[src/design/sfha_pkg.sv]
// sfha_pkg: shared types and constants for the segregated fit heap allocator
// controller states, datapath commands, status codes and size class lookup
// no dependencies
package sfha_pkg;

    localparam int CLASS_COUNT   = 14;
    localparam int BOUND_COUNT   = 13;
    localparam int FIRST_PAYLOAD = 128;
    localparam int INIT_BREAK    = 592;
    localparam int INIT_CLASS    = 5;
    localparam int MIN_BLOCK     = 16;

    // word indexes of the initial layout
    localparam int PRO_HDR_W  = 29;
    localparam int PRO_FTR_W  = 30;
    localparam int FREE_HDR_W = 31;
    localparam int FREE_FTR_W = 146;
    localparam int EPI_HDR_W  = 147;
    localparam logic [31:0] PRO_TAG  = 32'd9;
    localparam logic [31:0] FREE_HDR = 32'd466;
    localparam logic [31:0] FREE_FTR = 32'd464;
    localparam logic [31:0] EPI_TAG  = 32'd1;

    localparam logic [31:0] CLASS_BOUND [BOUND_COUNT] = '{
        32'd16, 32'd32, 32'd64, 32'd128, 32'd256, 32'd480, 32'd960, 32'd1920,
        32'd3840, 32'd7680, 32'd15360, 32'd30720, 32'd61440
    };

    typedef enum logic [1:0] {
        ST_OK      = 2'd0,
        ST_ZERO    = 2'd1,
        ST_OOM     = 2'd2,
        ST_BADFREE = 2'd3
    } t_status;

    typedef enum logic [5:0] {
        U_NOP, U_CLR, U_LOAD, U_SINIT, U_SHEAD, U_SCHK, U_SLINK, U_SNEXT,
        U_GROW0, U_GROW1, U_GROW2, U_GROW3,
        U_M0, U_M1, U_M2, U_M3, U_M4, U_M4B, U_M5, U_M6, U_M7, U_M8, U_M9,
        U_C0, U_C1, U_C2, U_C3, U_C4, U_C5, U_C6,
        U_FCHK, U_FWALK, U_FHDR, U_FR0, U_FR1, U_FR2, U_FR3,
        U_UL0, U_UL1, U_UL2, U_UL3, U_UL4,
        U_PS0, U_PS1, U_PS2, U_PS3,
        U_OUT
    } t_uop;

    typedef enum logic [5:0] {
        S_CLR, S_IDLE, S_DISP, S_SINIT, S_SHEAD, S_SCHK, S_SLINK, S_SNEXT,
        S_GROW0, S_GROW1, S_GROW2, S_GROW3, S_GROW4,
        S_M0, S_M1, S_M2, S_M3, S_M4, S_M4B, S_M5, S_M6, S_M7, S_M8, S_M9, S_MDONE,
        S_C0, S_C1, S_C2, S_C3, S_C4, S_C5, S_C6,
        S_FCHK, S_FWALK, S_FHDR, S_FR0, S_FR1, S_FR2, S_FR3, S_FR4,
        S_UL0, S_UL1, S_UL2, S_UL3, S_UL4,
        S_PS0, S_PS1, S_PS2, S_PS3,
        S_DONE
    } t_state;

    typedef struct packed {
        t_uop    uop;
        t_status code;
    } t_ctl;

    typedef struct packed {
        logic clr_last;
        logic op_free;
        logic req_zero;
        logic head_zero;
        logic fit_hit;
        logic link_zero;
        logic best_nz;
        logic last_class;
        logic grow_fail;
        logic pa;
        logic na_now;
        logic na;
        logic split;
        logic faddr_ok;
        logic walk_go;
        logic hdr_zero;
        logic walk_hit;
        logic hdr_alloc;
        logic out_busy;
    } t_stat;

    function automatic logic [3:0] class_of(input logic [31:0] s);
        logic [3:0] c;
        c = '0;
        for (int i = 0; i < BOUND_COUNT; i++) begin
            if (s >= CLASS_BOUND[i]) c = 4'(i + 1);
        end
        return c;
    endfunction

    function automatic logic [31:0] init_word(input logic [31:0] idx);
        logic [31:0] v;
        case (idx)
            32'(PRO_HDR_W):  v = PRO_TAG;
            32'(PRO_FTR_W):  v = PRO_TAG;
            32'(FREE_HDR_W): v = FREE_HDR;
            32'(FREE_FTR_W): v = FREE_FTR;
            32'(EPI_HDR_W):  v = EPI_TAG;
            default:         v = '0;
        endcase
        return v;
    endfunction

endpackage

[src/design/sfha_ctrl.sv]
// sfha_ctrl: sequencing state machine of the allocator
// drives one datapath command per cycle from the status flags; uses sfha_pkg
module sfha_ctrl (
    input  logic           i_clk,
    input  logic           i_rst_n,
    input  sfha_pkg::t_stat i_stat,
    input  logic           i_s_tvalid,
    output logic           o_s_tready,
    output sfha_pkg::t_ctl o_ctl
);
    import sfha_pkg::*;

    t_state  r_state, n_state;
    t_state  r_ret, n_ret;
    t_state  r_mret, n_mret;
    t_status r_code, n_code;

    always_ff @(posedge i_clk) begin
        if (!i_rst_n) begin
            r_state <= S_CLR;
            r_ret   <= S_IDLE;
            r_mret  <= S_IDLE;
            r_code  <= ST_OK;
        end else begin
            r_state <= n_state;
            r_ret   <= n_ret;
            r_mret  <= n_mret;
            r_code  <= n_code;
        end
    end

    always_comb begin
        n_state    = r_state;
        n_ret      = r_ret;
        n_mret     = r_mret;
        n_code     = r_code;
        o_ctl.uop  = U_NOP;
        o_ctl.code = r_code;
        o_s_tready = 1'b0;
        case (r_state)
            S_CLR: begin
                o_ctl.uop = U_CLR;
                if (i_stat.clr_last) n_state = S_IDLE;
            end
            S_IDLE: begin
                o_s_tready = 1'b1;
                if (i_s_tvalid) begin
                    o_ctl.uop = U_LOAD;
                    n_state   = S_DISP;
                end
            end
            S_DISP: begin
                if (i_stat.op_free) begin
                    n_state = S_FCHK;
                end else if (i_stat.req_zero) begin
                    n_code  = ST_ZERO;
                    n_state = S_DONE;
                end else begin
                    n_state = S_SINIT;
                end
            end
            S_SINIT: begin
                o_ctl.uop = U_SINIT;
                n_state   = S_SHEAD;
            end
            S_SHEAD: begin
                o_ctl.uop = U_SHEAD;
                n_state   = i_stat.head_zero ? S_SNEXT : S_SCHK;
            end
            S_SCHK: begin
                o_ctl.uop = U_SCHK;
                n_state   = i_stat.fit_hit ? S_C0 : S_SLINK;
            end
            S_SLINK: begin
                o_ctl.uop = U_SLINK;
                if (!i_stat.link_zero) n_state = S_SCHK;
                else if (i_stat.best_nz) n_state = S_C0;
                else n_state = S_SNEXT;
            end
            S_SNEXT: begin
                o_ctl.uop = U_SNEXT;
                n_state   = i_stat.last_class ? S_GROW0 : S_SHEAD;
            end
            S_GROW0: begin
                o_ctl.uop = U_GROW0;
                if (i_stat.grow_fail) begin
                    n_code  = ST_OOM;
                    n_state = S_DONE;
                end else begin
                    n_state = S_GROW1;
                end
            end
            S_GROW1: begin
                o_ctl.uop = U_GROW1;
                n_state   = S_GROW2;
            end
            S_GROW2: begin
                o_ctl.uop = U_GROW2;
                n_state   = S_GROW3;
            end
            S_GROW3: begin
                o_ctl.uop = U_GROW3;
                n_ret     = S_GROW4;
                n_state   = S_PS0;
            end
            S_GROW4: begin
                n_mret  = S_C0;
                n_state = S_M0;
            end
            S_M0: begin
                o_ctl.uop = U_M0;
                n_state   = S_M1;
            end
            S_M1: begin
                o_ctl.uop = U_M1;
                n_state   = S_M2;
            end
            S_M2: begin
                o_ctl.uop = U_M2;
                if (i_stat.pa && i_stat.na_now) begin
                    n_state = r_mret;
                end else begin
                    n_ret   = S_M3;
                    n_state = S_UL0;
                end
            end
            S_M3: begin
                o_ctl.uop = U_M3;
                if (i_stat.pa) begin
                    n_ret   = S_M4;
                    n_state = S_UL0;
                end else begin
                    n_state = S_M5;
                end
            end
            S_M4: begin
                o_ctl.uop = U_M4;
                n_state   = S_M4B;
            end
            S_M4B: begin
                o_ctl.uop = U_M4B;
                n_ret     = S_MDONE;
                n_state   = S_PS0;
            end
            S_M5: begin
                o_ctl.uop = U_M5;
                n_ret     = S_M6;
                n_state   = S_UL0;
            end
            S_M6: begin
                o_ctl.uop = U_M6;
                n_state   = S_M7;
            end
            S_M7: begin
                o_ctl.uop = U_M7;
                if (!i_stat.na) begin
                    n_ret   = S_M8;
                    n_state = S_UL0;
                end else begin
                    n_state = S_M8;
                end
            end
            S_M8: begin
                o_ctl.uop = U_M8;
                n_state   = S_M9;
            end
            S_M9: begin
                o_ctl.uop = U_M9;
                n_ret     = S_MDONE;
                n_state   = S_PS0;
            end
            S_MDONE: n_state = r_mret;
            S_C0: begin
                o_ctl.uop = U_C0;
                n_code    = ST_OK;
                n_state   = S_C1;
            end
            S_C1: begin
                o_ctl.uop = U_C1;
                n_ret     = S_C2;
                n_state   = S_UL0;
            end
            S_C2: begin
                o_ctl.uop = U_C2;
                n_state   = i_stat.split ? S_C3 : S_C5;
            end
            S_C3: begin
                o_ctl.uop = U_C3;
                n_state   = S_C4;
            end
            S_C4: begin
                o_ctl.uop = U_C4;
                n_ret     = S_DONE;
                n_state   = S_PS0;
            end
            S_C5: begin
                o_ctl.uop = U_C5;
                n_state   = S_C6;
            end
            S_C6: begin
                o_ctl.uop = U_C6;
                n_state   = S_DONE;
            end
            S_FCHK: begin
                o_ctl.uop = U_FCHK;
                n_code    = ST_BADFREE;
                n_state   = i_stat.faddr_ok ? S_FWALK : S_DONE;
            end
            S_FWALK: begin
                o_ctl.uop = U_FWALK;
                n_state   = i_stat.walk_go ? S_FHDR : S_DONE;
            end
            S_FHDR: begin
                o_ctl.uop = U_FHDR;
                if (i_stat.hdr_zero) n_state = S_DONE;
                else if (i_stat.walk_hit) n_state = i_stat.hdr_alloc ? S_FR0 : S_DONE;
                else n_state = S_FWALK;
            end
            S_FR0: begin
                o_ctl.uop = U_FR0;
                n_state   = S_FR1;
            end
            S_FR1: begin
                o_ctl.uop = U_FR1;
                n_state   = S_FR2;
            end
            S_FR2: begin
                o_ctl.uop = U_FR2;
                n_state   = S_FR3;
            end
            S_FR3: begin
                o_ctl.uop = U_FR3;
                n_ret     = S_FR4;
                n_state   = S_PS0;
            end
            S_FR4: begin
                n_code  = ST_OK;
                n_mret  = S_DONE;
                n_state = S_M0;
            end
            S_UL0: begin
                o_ctl.uop = U_UL0;
                n_state   = S_UL1;
            end
            S_UL1: begin
                o_ctl.uop = U_UL1;
                n_state   = S_UL2;
            end
            S_UL2: begin
                o_ctl.uop = U_UL2;
                n_state   = S_UL3;
            end
            S_UL3: begin
                o_ctl.uop = U_UL3;
                n_state   = S_UL4;
            end
            S_UL4: begin
                o_ctl.uop = U_UL4;
                n_state   = r_ret;
            end
            S_PS0: begin
                o_ctl.uop = U_PS0;
                n_state   = S_PS1;
            end
            S_PS1: begin
                o_ctl.uop = U_PS1;
                n_state   = S_PS2;
            end
            S_PS2: begin
                o_ctl.uop = U_PS2;
                n_state   = S_PS3;
            end
            S_PS3: begin
                o_ctl.uop = U_PS3;
                n_state   = r_ret;
            end
            S_DONE: begin
                if (!i_stat.out_busy) begin
                    o_ctl.uop = U_OUT;
                    n_state   = S_IDLE;
                end
            end
            default: n_state = S_IDLE;
        endcase
    end

endmodule

[config.mk]
export PLATFORM = sky130hd
export DESIGN_NAME = sfha_ctrl
export DESIGN_NICKNAME = d
export VERILOG_FILES = /design/src/design/sfha_pkg.sv /design/src/design/sfha_ctrl.sv
export SDC_FILE = /design/constraint.sdc
export NUM_CORES = 1
export LEC_CHECK = 0
export ABC_AREA = 1
export ABC_CLOCK_PERIOD_IN_PS = 1520
export BUFFER_PORTS_ARGS = -buffer_cell sky130_fd_sc_hd__buf_2
export CAP_MARGIN = 10
export CORE_UTILIZATION = 42
export CTS_BUF_LIST = sky130_fd_sc_hd__clkbuf_4 sky130_fd_sc_hd__clkbuf_8 sky130_fd_sc_hd__clkbuf_16
export DETAILED_ROUTE_END_ITERATION = 6
export PLACE_DENSITY = 0.72
export SETUP_SLACK_MARGIN = 0.4
export SLEW_MARGIN = 20
export SYNTH_ARGS = -nofsm -noshare
export SYNTH_HDL_FRONTEND = slang
export SYNTH_SLANG_ARGS = --single-unit
[constraint.sdc]
create_clock -name i_clk -period 1.52 [get_ports i_clk]
set_input_delay 0.076 -clock i_clk [delete_from_list [all_inputs] [get_ports i_clk]]
set_output_delay 0.076 -clock i_clk [all_outputs]
set_load 0.01 [all_outputs]
==> flow_metrics.tcl <==
set metrics [dict create \
    clk_pin_slew_worst_paths_ns 0.08 \
    ys_dominant_reg_cell "dfxtp_1" \
    floorplan.io_pins 31 \
    combinationalPowerShare 0.801 \
    yosysSeqAreaShare 0.1647 \
    vdd.ir_drop.worst_v 0.001064 \
    max-cap-violations 0 \
    detail_route.wl_per_cell_um 21.85 \
    timing.final.max_slew_violations 0 \
    cp.arrival_ns 1.94 \
    synth_nets 429 \
    number_of_antenna_violations_at_the_first_check_in_global_routing 0 \
    layout.cells.non_filler 624 \
    detail_route.wirelength_mm 13.64 \
    htreeDepth 1 \
    cts_inserted_buffers 3 \
    die_area_um2 5203 \
    most_instantiated_cells_after_synthesis "129 x nand2_1, 74 x nor2_1, 54 x nand3_1" \
    tightestPinTransition_ns 0.4093 \
    first_pass_grt_wire_length_mm 18.22 \
    post-place-cells 591 \
    worst_hold_startpoint "i_rst_n" \
    fillCellCount 272 \
    netlist.top_cell.by_area "nand2_1" \
    finalNetCount 580 \
    placement.cell_area_um2 3172 \
    synth_edf_count 0 \
    globalplace.congestion 1.084 \
    post_layout_utilization_of_the_core 0.8678 \
    p_int_w 0.002728 \
    clk-insertion-delay-late_ns 0.26 \
    detailed_routing_iterations_pass_1 7 \
    max_slew_margin 0.7269 \
    synth_top_area_share 0.2344 \
    synthMostInstantiatedCell "nand2_1" \
    detail_route.vias_per_cell 6.303 \
    timing.clock.skew_ns 0.008240 \
    cts_sinks 17 \
    die-height_um 72.13 \
    area_of_the_multi_input_gates_um2 2158 \
    period_needed_ns 2.013 \
    pwr_density_cell_nw_per_um2 1379 \
    hold_path_end "r_ret[0]" \
    footprint_of_the_flip_flops_and_latches_um2 362.8 \
    r2r_end "r_state[5]" \
    post_synth.cell_area_avg_um2 5.076 \
    post-route-cell-area_um2 4099 \
    yosys_warnings 0 \
    async_flop_share 0 \
    vias 3933 \
    critical_path_class "reg -> out" \
    antenna_cells 0 \
    setup_viol_count_final 22 \
    globalRoute.totalOverflow 0 \
    remaining_drc_errors 18 \
    required_ns 1.44 \
    status "finished, violations left" \
    leakagePower_nw 2.306 \
    cts_tree "done" \
    ant_nets 0 \
    violations "DRC, setup timing" \
    starting_utilization_of_the_core_area 0.4374 \
    root_buffer "clkbuf_8" \
    fin_crit_sh 1.325 \
    synth.distinct_cells 28 \
    dieWidth_um 72.13 \
    syn-cell-area_um2 2066 \
    coreArea_um2 4723 \
    placement_rows 25 \
    fmax_ghz 0.4967 \
    synthTopCellsByArea "nand2_1 23%, dfxtp_1 16%, nor2_1 13%" \
    synth.ff_latch_count 17 \
    r2r_cells 10 \
    crit_path_start_kind "flop" \
    postLayoutSetupSlackWorst_ns -0.4934 \
    portBuffers 30 \
    setup.worst_path.end_class "output port" \
    grt_start_max_net_pins 11 \
    clock_power_share 0.063 \
    detail_route.iter0.violations 701 \
    rsz0062_at_grt "yes" \
    drive_above_1_share 0.5350 \
    holdCritPathClass "in -> reg" \
    place.detailed.hpwl_mm 8.765 \
    timing.final.hold_violations 0 \
    crit_path_max_fanout 5 \
    sequential_fraction_of_design_power 0.136 \
    synth_cells 407 \
    layout-area-overhead-vs-synth_pct 98.43 \
    r2r_slack_ns -0.38 \
    r2r_start "r_state[0]" \
    worst_hold_path.num_cells 2 \
    power.switching_w 0.002925 \
    clock_path_buffers 2 \
    first_global_vias 3548 \
    grtUsageTotal 0.4670 \
    switching_part_of_the_total_power 0.5174 \
]
layer usage:
| layer | track usage | part of all wire | wire length, um | vias up |
|---|---|---|---|---|
| met2 | 0.7435 | 0.42 | 5790 | 437 |
| met4 | 0.3028 | 0.094 | 1283 | 0 |
| met1 | 0.5742 | 0.33 | 4477 | 1690 |
| li1 | - | - | - | 1636 |
| met5 | 0 | 0 | 0 | - |
| met3 | 0.09167 | 0.15 | 2084 | 170 |
cell type report:
class	instances	share of cell area
inverter	46	0.04670
multi-input combinational	336	0.5266
tap	67	0.02045
clock buffer	3	0.01007
clock inverter	1	0.001221
timing repair buffer	154	0.3065
sequential	17	0.08852
how the worst max path moves through the flow:
stage                          start         end  slack [ns]  depth (start not counted)
after floorplan           r_state[4]   r_code[1]        0.08                          9
after global placement    r_state[4]  r_state[3]       -0.41                          9
after detailed placement  r_state[4]  r_state[3]       -0.35                          9
after CTS                 r_state[2]    o_ctl[3]       -0.29                          9
after global routing      r_state[1]    o_ctl[7]       -0.77                          9
final                     r_state[0]    o_ctl[5]       -0.49                          8
state kept, by name (all words and copies together) (netlist names):
register  count
r_code        2
r_mret        3
r_state       6
r_ret         6
repair_timing:
action,CTS,global route
pin swaps,26,19
buffers inserted,19,10
setup endpoints to repair,24,24
gates resized for setup,90,83
gates cloned,0,0
endpoints found under the hold margin,0,0
hold buffers,0,0
logic make-up after synthesis:
logic type / share of synthesized area
DFF: 0.1648
buffers and inverters: 0.1024
AOI/OAI and AO/OA: 0.07996
and+or+nand+nor: 0.6529
through the flow:
stage | worst slack [ns] | power, W | hold WS, ns | TNS [ns]
floorplan | 0.07920 | 0.002360 | 0.3107 | 0
global placement | -0.4106 | 0.003803 | 0.3655 | -3.627
detailed placement | -0.3504 | 0.003798 | 0.3761 | -3.969
CTS | -0.2853 | 0.004758 | 0.1140 | -3.550
global route | -0.7749 | 0.005836 | 0.1226 | -10.19
finish | -0.4934 | 0.005652 | 0.1096 | -6.592
power by group through the flow:
stage / registers, W / clock network (W) / logic (W)
after floorplan: 0.000672 / 0 / 0.00169
after global placement: 0.000695 / 0 / 0.00311
after detailed placement: 0.000700 / 0 / 0.00310
after CTS: 0.000730 / 0.000351 / 0.00368
after global routing: 0.000770 / 0.000368 / 0.00470
final: 0.000770 / 0.000356 / 0.00453
cell usage in the layout, fill, tap and decap left out, types with 17 or more instances in the layout:
master / netlist / final
nand4_1: 17 / 17
buf_4: 0 / 93
nor2_1: 74 / 46
nand3_1: 54 / 33
nand2_2: 1 / 23
buf_2: 7 / 29
inv_1: 35 / 27
buf_6: 0 / 26
nand2_4: 0 / 17
nand2_1: 129 / 90
nor2_4: 2 / 17
nor2_2: 4 / 17
critical path, cell delays in order, from the launching register on:
cell,delay [ns]
dfxtp_4,0.42
nand2_2,0.17
nor2_2,0.39
nand2_1,0.15
buf_4,0.19
nand4_1,0.12
nor3_2,0.06
nand4_1,0.06
buf_2,0.13
No activity file was read; power rests on OpenSTA's default activity.
